## config.mk

```make
export PLATFORM = sky130hd
export DESIGN_NAME = pfl_ctrl
export DESIGN_NICKNAME = d
export VERILOG_FILES = /design/src/hdl/pfl_pkg.sv /design/src/hdl/pfl_ctrl.sv
export SDC_FILE = /design/constraint.sdc
export NUM_CORES = 1
export LEC_CHECK = 0
export BUFFER_PORTS_ARGS = -buffer_cell sky130_fd_sc_hd__buf_2
export CORE_AREA = 4 4 65 49
export CTS_CLUSTER_DIAMETER = 200
export CTS_CLUSTER_SIZE = 24
export DETAILED_ROUTE_END_ITERATION = 10
export DIE_AREA = 0 0 69 53
export RECOVER_POWER = 50
export SYNTH_ARGS = -nofsm -noshare
export SYNTH_HDL_FRONTEND = slang
export SYNTH_SLANG_ARGS = --single-unit
```

## constraint.sdc

```tcl
create_clock -name clk -period 5.15 [get_ports clk]
set_input_delay 0.515 -clock clk [delete_from_list [all_inputs] [get_ports clk]]
set_output_delay 0.515 -clock clk [all_outputs]
set_load 0.005 [all_outputs]
```

## src/hdl/pfl_pkg.sv

```systemverilog
// ----------------------------------------------------------------------------
// pfl_pkg
// Shared types and codes of the per-cpu page free list: word layouts,
// operation and status codes, register indexes, controller/datapath bundles.
// ----------------------------------------------------------------------------
`default_nettype none

package pfl_pkg;

    // operation codes of an input word
    localparam logic [1:0] OP_ALLOC = 2'd0;
    localparam logic [1:0] OP_FREE  = 2'd1;
    localparam logic [1:0] OP_INIT  = 2'd2;
    localparam logic [1:0] OP_NONE  = 2'd3;

    // status codes of a result word
    localparam logic [2:0] ST_ALLOC = 3'd0;
    localparam logic [2:0] ST_OOM   = 3'd1;
    localparam logic [2:0] ST_FREED = 3'd2;
    localparam logic [2:0] ST_BAD   = 3'd3;
    localparam logic [2:0] ST_INIT  = 3'd4;

    // configuration register indexes and reset values
    localparam int          CFG_IDX_W      = 4;
    localparam logic [3:0]  REG_MEM_START  = 4'd0;
    localparam logic [3:0]  REG_MEM_STOP   = 4'd1;
    localparam logic [31:0] MEM_START_INIT = 32'h8000_0000;
    localparam logic [31:0] MEM_STOP_INIT  = 32'h8800_0000;

    typedef struct packed {
        logic [1:0]  opcode;
        logic [2:0]  cpu_id;
        logic [31:0] page_addr;
    } in_word_t;

    typedef struct packed {
        logic [2:0]  status;
        logic [31:0] result_addr;
        logic [2:0]  source_cpu;
        logic        stolen;
    } out_word_t;

    // commands from the controller to the datapath
    typedef struct packed {
        logic       load_item;
        logic       mod_start;
        logic       mod_base;
        logic       base_latch;
        logic       pick;
        logic       mem_rd;
        logic       pop;
        logic       free_push;
        logic       init_setup;
        logic       init_push;
        logic       set_status;
        logic [2:0] status_code;
        logic       out_load;
    } cmd_t;

    // status from the datapath to the controller
    typedef struct packed {
        logic       base_ok;
        logic       mod_done;
        logic [1:0] op;
        logic       any_ok;
        logic       bad_free;
        logic       init_more;
        logic       out_free;
    } stat_t;

endpackage

`default_nettype wire

```

## src/hdl/pfl_ctrl.sv

```systemverilog
// ----------------------------------------------------------------------------
// pfl_ctrl
// Sequencer of the page free list: takes one word at a time, steps the datapath
// through alloc, free and init and hands the result over; OP_NONE gives none.
// ----------------------------------------------------------------------------
`default_nettype none

module pfl_ctrl
    import pfl_pkg::*;
(
    input  wire logic       clk,
    input  wire logic       rst_n,
    input  wire logic       in_valid,
    input  wire logic [1:0] opcode,
    input  wire stat_t      stat,
    output cmd_t            cmd,
    output logic            idle
);

    typedef enum logic [10:0] {
        S_IDLE  = 11'b000_0000_0001,
        S_BMOD  = 11'b000_0000_0010,
        S_PICK  = 11'b000_0000_0100,
        S_READ  = 11'b000_0000_1000,
        S_POP   = 11'b000_0001_0000,
        S_CHECK = 11'b000_0010_0000,
        S_FMOD  = 11'b000_0100_0000,
        S_PUSH  = 11'b000_1000_0000,
        S_ISET  = 11'b001_0000_0000,
        S_ILOOP = 11'b010_0000_0000,
        S_DONE  = 11'b100_0000_0000
    } state_t;

    state_t state_reg;
    state_t state_next;
    logic   accept;

    assign idle   = (state_reg == S_IDLE);
    assign accept = in_valid && idle;

    // next state and datapath commands
    always_comb
    begin
        state_next = state_reg;
        cmd        = '0;
        unique case (state_reg)
            S_IDLE:
            begin
                if (accept)
                begin
                    cmd.load_item = 1'b1;
                    priority if (opcode == OP_FREE)
                    begin
                        state_next = S_CHECK;
                    end
                    else if (opcode == OP_NONE)
                    begin
                        state_next = S_IDLE;
                    end
                    else if (!stat.base_ok)
                    begin
                        cmd.mod_start = 1'b1;
                        cmd.mod_base  = 1'b1;
                        state_next    = S_BMOD;
                    end
                    else if (opcode == OP_ALLOC)
                    begin
                        state_next = S_PICK;
                    end
                    else
                    begin
                        state_next = S_ISET;
                    end
                end
            end
            S_BMOD:
            begin
                if (stat.mod_done)
                begin
                    cmd.base_latch = 1'b1;
                    state_next     = (stat.op == OP_ALLOC) ? S_PICK : S_ISET;
                end
            end
            S_PICK:
            begin
                cmd.pick = 1'b1;
                if (stat.any_ok)
                begin
                    state_next = S_READ;
                end
                else
                begin
                    cmd.set_status  = 1'b1;
                    cmd.status_code = ST_OOM;
                    state_next      = S_DONE;
                end
            end
            S_READ:
            begin
                cmd.mem_rd = 1'b1;
                state_next = S_POP;
            end
            S_POP:
            begin
                cmd.pop         = 1'b1;
                cmd.set_status  = 1'b1;
                cmd.status_code = ST_ALLOC;
                state_next      = S_DONE;
            end
            S_CHECK:
            begin
                if (stat.bad_free)
                begin
                    cmd.set_status  = 1'b1;
                    cmd.status_code = ST_BAD;
                    state_next      = S_DONE;
                end
                else
                begin
                    cmd.mod_start = 1'b1;
                    state_next    = S_FMOD;
                end
            end
            S_FMOD:
            begin
                if (stat.mod_done)
                begin
                    state_next = S_PUSH;
                end
            end
            S_PUSH:
            begin
                cmd.free_push   = 1'b1;
                cmd.set_status  = 1'b1;
                cmd.status_code = ST_FREED;
                state_next      = S_DONE;
            end
            S_ISET:
            begin
                cmd.init_setup = 1'b1;
                state_next     = S_ILOOP;
            end
            S_ILOOP:
            begin
                if (stat.init_more)
                begin
                    cmd.init_push = 1'b1;
                end
                else
                begin
                    cmd.set_status  = 1'b1;
                    cmd.status_code = ST_INIT;
                    state_next      = S_DONE;
                end
            end
            S_DONE:
            begin
                if (stat.out_free)
                begin
                    cmd.out_load = 1'b1;
                    state_next   = S_IDLE;
                end
            end
            default:
            begin
                state_next = S_IDLE;
            end
        endcase
    end

    // state register
    always_ff @(posedge clk or negedge rst_n)
    begin
        if (!rst_n)
        begin
            state_reg <= S_IDLE;
        end
        else
        begin
            state_reg <= state_next;
        end
    end

    // an unknown opcode is absorbed without a result
    a_none_absorbed: assert property (@(posedge clk) disable iff (!rst_n)
        (accept && opcode == OP_NONE) |=> (state_reg == S_IDLE))
        else $error("unknown opcode left the idle state");

    // a pop uses link data read in the cycle before
    a_pop_after_read: assert property (@(posedge clk) disable iff (!rst_n)
        cmd.pop |-> $past(cmd.mem_rd))
        else $error("pop without a preceding link read");

endmodule

`default_nettype wire

```

# After elaboration in Yosys (flattened, before gate mapping)
# Index checks and enable logic that the tools add are counted.
# Widths: inputs -> output; s select.
# word_totals
inputBits,13
ff_bits,11
elab_cells,60
output_inout_bits,16
# classes
mux,36
reduce_logical,5
eq_ne,18
# ops
cell,n
$mux 11,10
$pmux 11 s10,1
$pmux 4 s5,1
$mux 9,2
$mux 1,14
$mux 4,3
$eq 11x1->1 const B,1
$eq 11x10->1 const B,1
$eq 11x11->1 const B,1
$eq 11x2->1 const B,1
$eq 11x3->1 const B,1
$eq 11x4->1 const B,1
$eq 11x5->1 const B,1
$eq 11x6->1 const B,1
$eq 11x7->1 const B,1
$eq 11x8->1 const B,1
$eq 11x9->1 const B,1
$ne 2x2->1 const B,4
$mux 2,3
$reduce_and 5->1,1
$logic_not 2->1,2
$mux 3,1
$eq 2x1->1 const B,1
$eq 2x2->1 const B,1
other kinds (4),4

# Depth between registers and ports, before layout
# logic_depth
word_depth,7
mapped_depth,6
ltp_nobuf,5

# Least setup slack after synthesis
# Ideal clock, no wire load.
# synth_path
path_type,register -> output
start,register state_reg[4]
end,output cmd[4] (netlist name)
arrival_time_ns,1.972
slack_ns,2.663
n_path_buf,1
required_ns,4.635
stages_incl_launch_ff,6
cell_sequence,dfrtp_1 -> buf_6 -> or4_4 -> or4_4 -> o31a_1 -> nand2_1
# synth_rtl
item,line,text
"start, declared",pfl_ctrl.sv:34,state_t state_reg;
"start signal, assigned",pfl_ctrl.sv:180,state_reg <= state_next;
"end, declared",pfl_ctrl.sv:16,"output cmd_t cmd,"

==> flow_metrics.env <==
export IMPL_outcome="completed"
export IMPL_async_set_or_reset_flop_fraction_in_the_synthesized_netlist_pct=100
export IMPL_post_cts_hold_buffer_count=0
export IMPL_final_period_utilization_pct=64.1
export IMPL_min_period_ps=3300
export IMPL_cts_num_sinks=11
export IMPL_cp_max_fo=10
export IMPL_route_final_wire_length_um=2140
export IMPL_worstPathRequired_ps=4640
export IMPL_mappedNetlistArea_um2=868
export IMPL_count_of_inserted_antenna_diode_cells=0
export IMPL_layout_cells_most_common="buf_2"
export IMPL_synth_simple_gate_area_share_pct=41.6
export IMPL_coreArea_um2=2640
export IMPL_synth_yosys_warnings=0
export IMPL_wire_per_inst_um=12.8
export IMPL_cp_endpoint_kind="output pin"
export IMPL_io_buffer_count=28
export IMPL_worstMarginPinSlew_ps=758
export IMPL_syn_area_per_cell_um2=8.43
export IMPL_tns_ps=0
export IMPL_layoutNonFillerInstCount=167
export IMPL_synth_enable_flop_cells=0
export IMPL_gr_usage_all_layers_pct=12.8
export IMPL_dp_hpwl_um=1730
export IMPL_yosys_most_used_dff="dfrtp_1"
export IMPL_synth_fa_ha_area_share_pct=0
export IMPL_grt_remaining_overflow=0
export IMPL_finalHoldViolations=0
export IMPL_finalWeightedCongestion=0.892
export IMPL_fraction_of_the_mapped_netlist_area_in_compound_gates_pct=16.9
export IMPL_synth_seq_area_share_pct=31.8
export IMPL_first_pass_grt_wire_length_um=3660
export IMPL_netlist_instances=103
export IMPL_fmax_ghz=0.303
export IMPL_final_setup_violation_count=0
export IMPL_clock_latency_ps=230
export IMPL_finish_utilization_pct=39.4
export IMPL_layout_drive_gt1_share_pct=26.0
export IMPL_cts_post_setup_buffers_inserted=0
export IMPL_placed_cells_incl_taps=163
export IMPL_detail_route_vias_per_cell=5.21
export IMPL_worstSetupPathType="reg -> out"
export IMPL_drc_errors=0
export IMPL_synthMuxAreaShare_pct=1.15
export IMPL_detailedPlace_worstSlack_ps=2480
export IMPL_synthXorXnorAreaFrac_pct=3.03
export IMPL_max_reg_flops=11
export IMPL_start_kind="flop"
export IMPL_worst_slew_margin_rel_pct=48.8
export IMPL_synth_top_family_by_area="simple AND/OR/NAND/NOR gates"
export IMPL_drt_initial_drc_count=52
export IMPL_grt_antenna_before_repair=0
export IMPL_grt_start_max_net_pins=12
export IMPL_synthDistinctLibCells=45
export IMPL_slew_viol_final=0
export IMPL_detailed_routing_iteration_count_for_the_pre_antenna_repair_pass=4
export IMPL_row_count=16
export IMPL_initial_utilization_pct=32.9
export IMPL_final_stage_net_count=145
export IMPL_cts_inserted_buffers=3
export IMPL_groute_layer_met1_usage_pct=17.9
export IMPL_hold_path_class="in -> async"
export IMPL_synth_nets=116
export IMPL_dieArea_um2=3660
export IMPL_grt_busiest_layer="met2"
export IMPL_layout_common_cells="buf_2, nor2_1, dfrtp_1, o21ai_0"
export IMPL_timing_final_ws_setup_ps=1850
export IMPL_vdd_ir_drop_max_uv=164
export IMPL_detailed_route_via_count=870
export IMPL_ctsLongestPathBuffers=2
export IMPL_clock_skew_final_ps=1.34
export IMPL_worst_ep_arrival_time_ps=2780
export IMPL_die_x_um=69
export IMPL_area_growth_synth_to_final_pct=19.9
export IMPL_yosys_register_bits=11
export IMPL_grt_pass1_vias=809
export IMPL_ant_nets=0
export IMPL_cts_htree_levels=1
export IMPL_setup_repair_after_global_routing_missed_its_margin="false"
export IMPL_maxCapViolations=0
export IMPL_p_leak_uw=0.000547
export IMPL_clk_pin_slew_worst_paths_ps=50
export IMPL_dieHeight_um=53
export IMPL_tritoncts="built"
export IMPL_power_per_cell_area_nw_per_um2=398
export IMPL_grt_met3_usage_pct=2.28
export IMPL_boundaryPins=29
export IMPL_grt_util_met2_pct=18.7
export IMPL_cts_repair_resize_count=0
export IMPL_clockRootBuffer="clkbuf_8"
worst paths after layout:
kind	from	endpoint	slack, ps	depth (start not counted)
max	state_reg[4]$_DFFE_PN0P_	cmd[13]	1850	6
min	rst_n	state_reg[8]$_DFFE_PN0P_	270	1
max reg2reg	state_reg[4]$_DFFE_PN0P_	state_reg[1]$_DFFE_PN0P_	2610	5
min reg2reg	state_reg[3]$_DFFE_PN0P_	state_reg[4]$_DFFE_PN0P_	640	2
max in group asynchronous	rst_n	state_reg[7]$_DFFE_PN0P_	4470	1
min in group clk	stat[0]	state_reg[10]$_DFFE_PN0P_	510	2
cell families after synthesis:
kind of cell | Yosys count
and+or+nand+nor | 57
AOI/OAI and AO/OA | 21
DFF | 11
buffers and inverters | 10
xor gates and xnor gates | 3
muxes | 1
cells in the mapped netlist, types with 2 or more instances:
| master | number | area [um2] |
|---|---|---|
| nand2b_1 | 3 | 18.8 |
| nand3b_1 | 3 | 22.5 |
| a21oi_1 | 3 | 15.0 |
| buf_2 | 2 | 10.0 |
| dfrtp_1 | 10 | 250 |
| or4_4 | 2 | 22.5 |
| nor3b_1 | 2 | 15.0 |
| or3_1 | 3 | 18.8 |
| and2_1 | 2 | 12.5 |
| and3_1 | 3 | 18.8 |
| xor2_1 | 2 | 17.5 |
| nor4_1 | 4 | 25.0 |
| nor2_1 | 11 | 41.3 |
| inv_1 | 6 | 22.5 |
| nor3_1 | 6 | 30.0 |
| o21ai_0 | 7 | 35.0 |
| nand2_1 | 6 | 22.5 |
layer usage:
| layer | vias up | part of all wire [%] |
|---|---|---|
| li1 | 443 | - |
| met3 | 2 | 5.0 |
| met1 | 402 | 54 |
| met5 | - | 0 |
| met4 | 0 | 1.3 |
| met2 | 23 | 40 |
area by class of cell:
cell class	count	area, um2
Fill cell	293	1600
Multi-Input combinational cell	82	513
Sequential cell	11	277
Timing Repair Buffer	28	139
Clock buffer	4	45.0
Tap cell	36	45.0
Inverter	6	22.5
stage by stage:
step	hold slack, ps	instance area, um2	power [uW]
after floorplan	219	868	293
after global placement	401	1030	355
after detailed placement	405	1030	355
after CTS	152	1070	443
after global routing	322	1040	452
final	272	1040	415
power breakdown:
part           total, uW  switching, uW  leakage [uW]  internal, uW
clock               85.6           31.3     0.0000228          54.3
combinational        205            119      0.000375          86.3
sequential           124           21.4      0.000149           102
critical path: stages (launching register included):
cell,delay [ps]
dfrtp_1,470
or4_1,650
nor4b_1,710
nand2_1,160
or3_1,380
nand2_1,70
buf_2,110
Note: power is estimated with default switching activity, not from simulation.
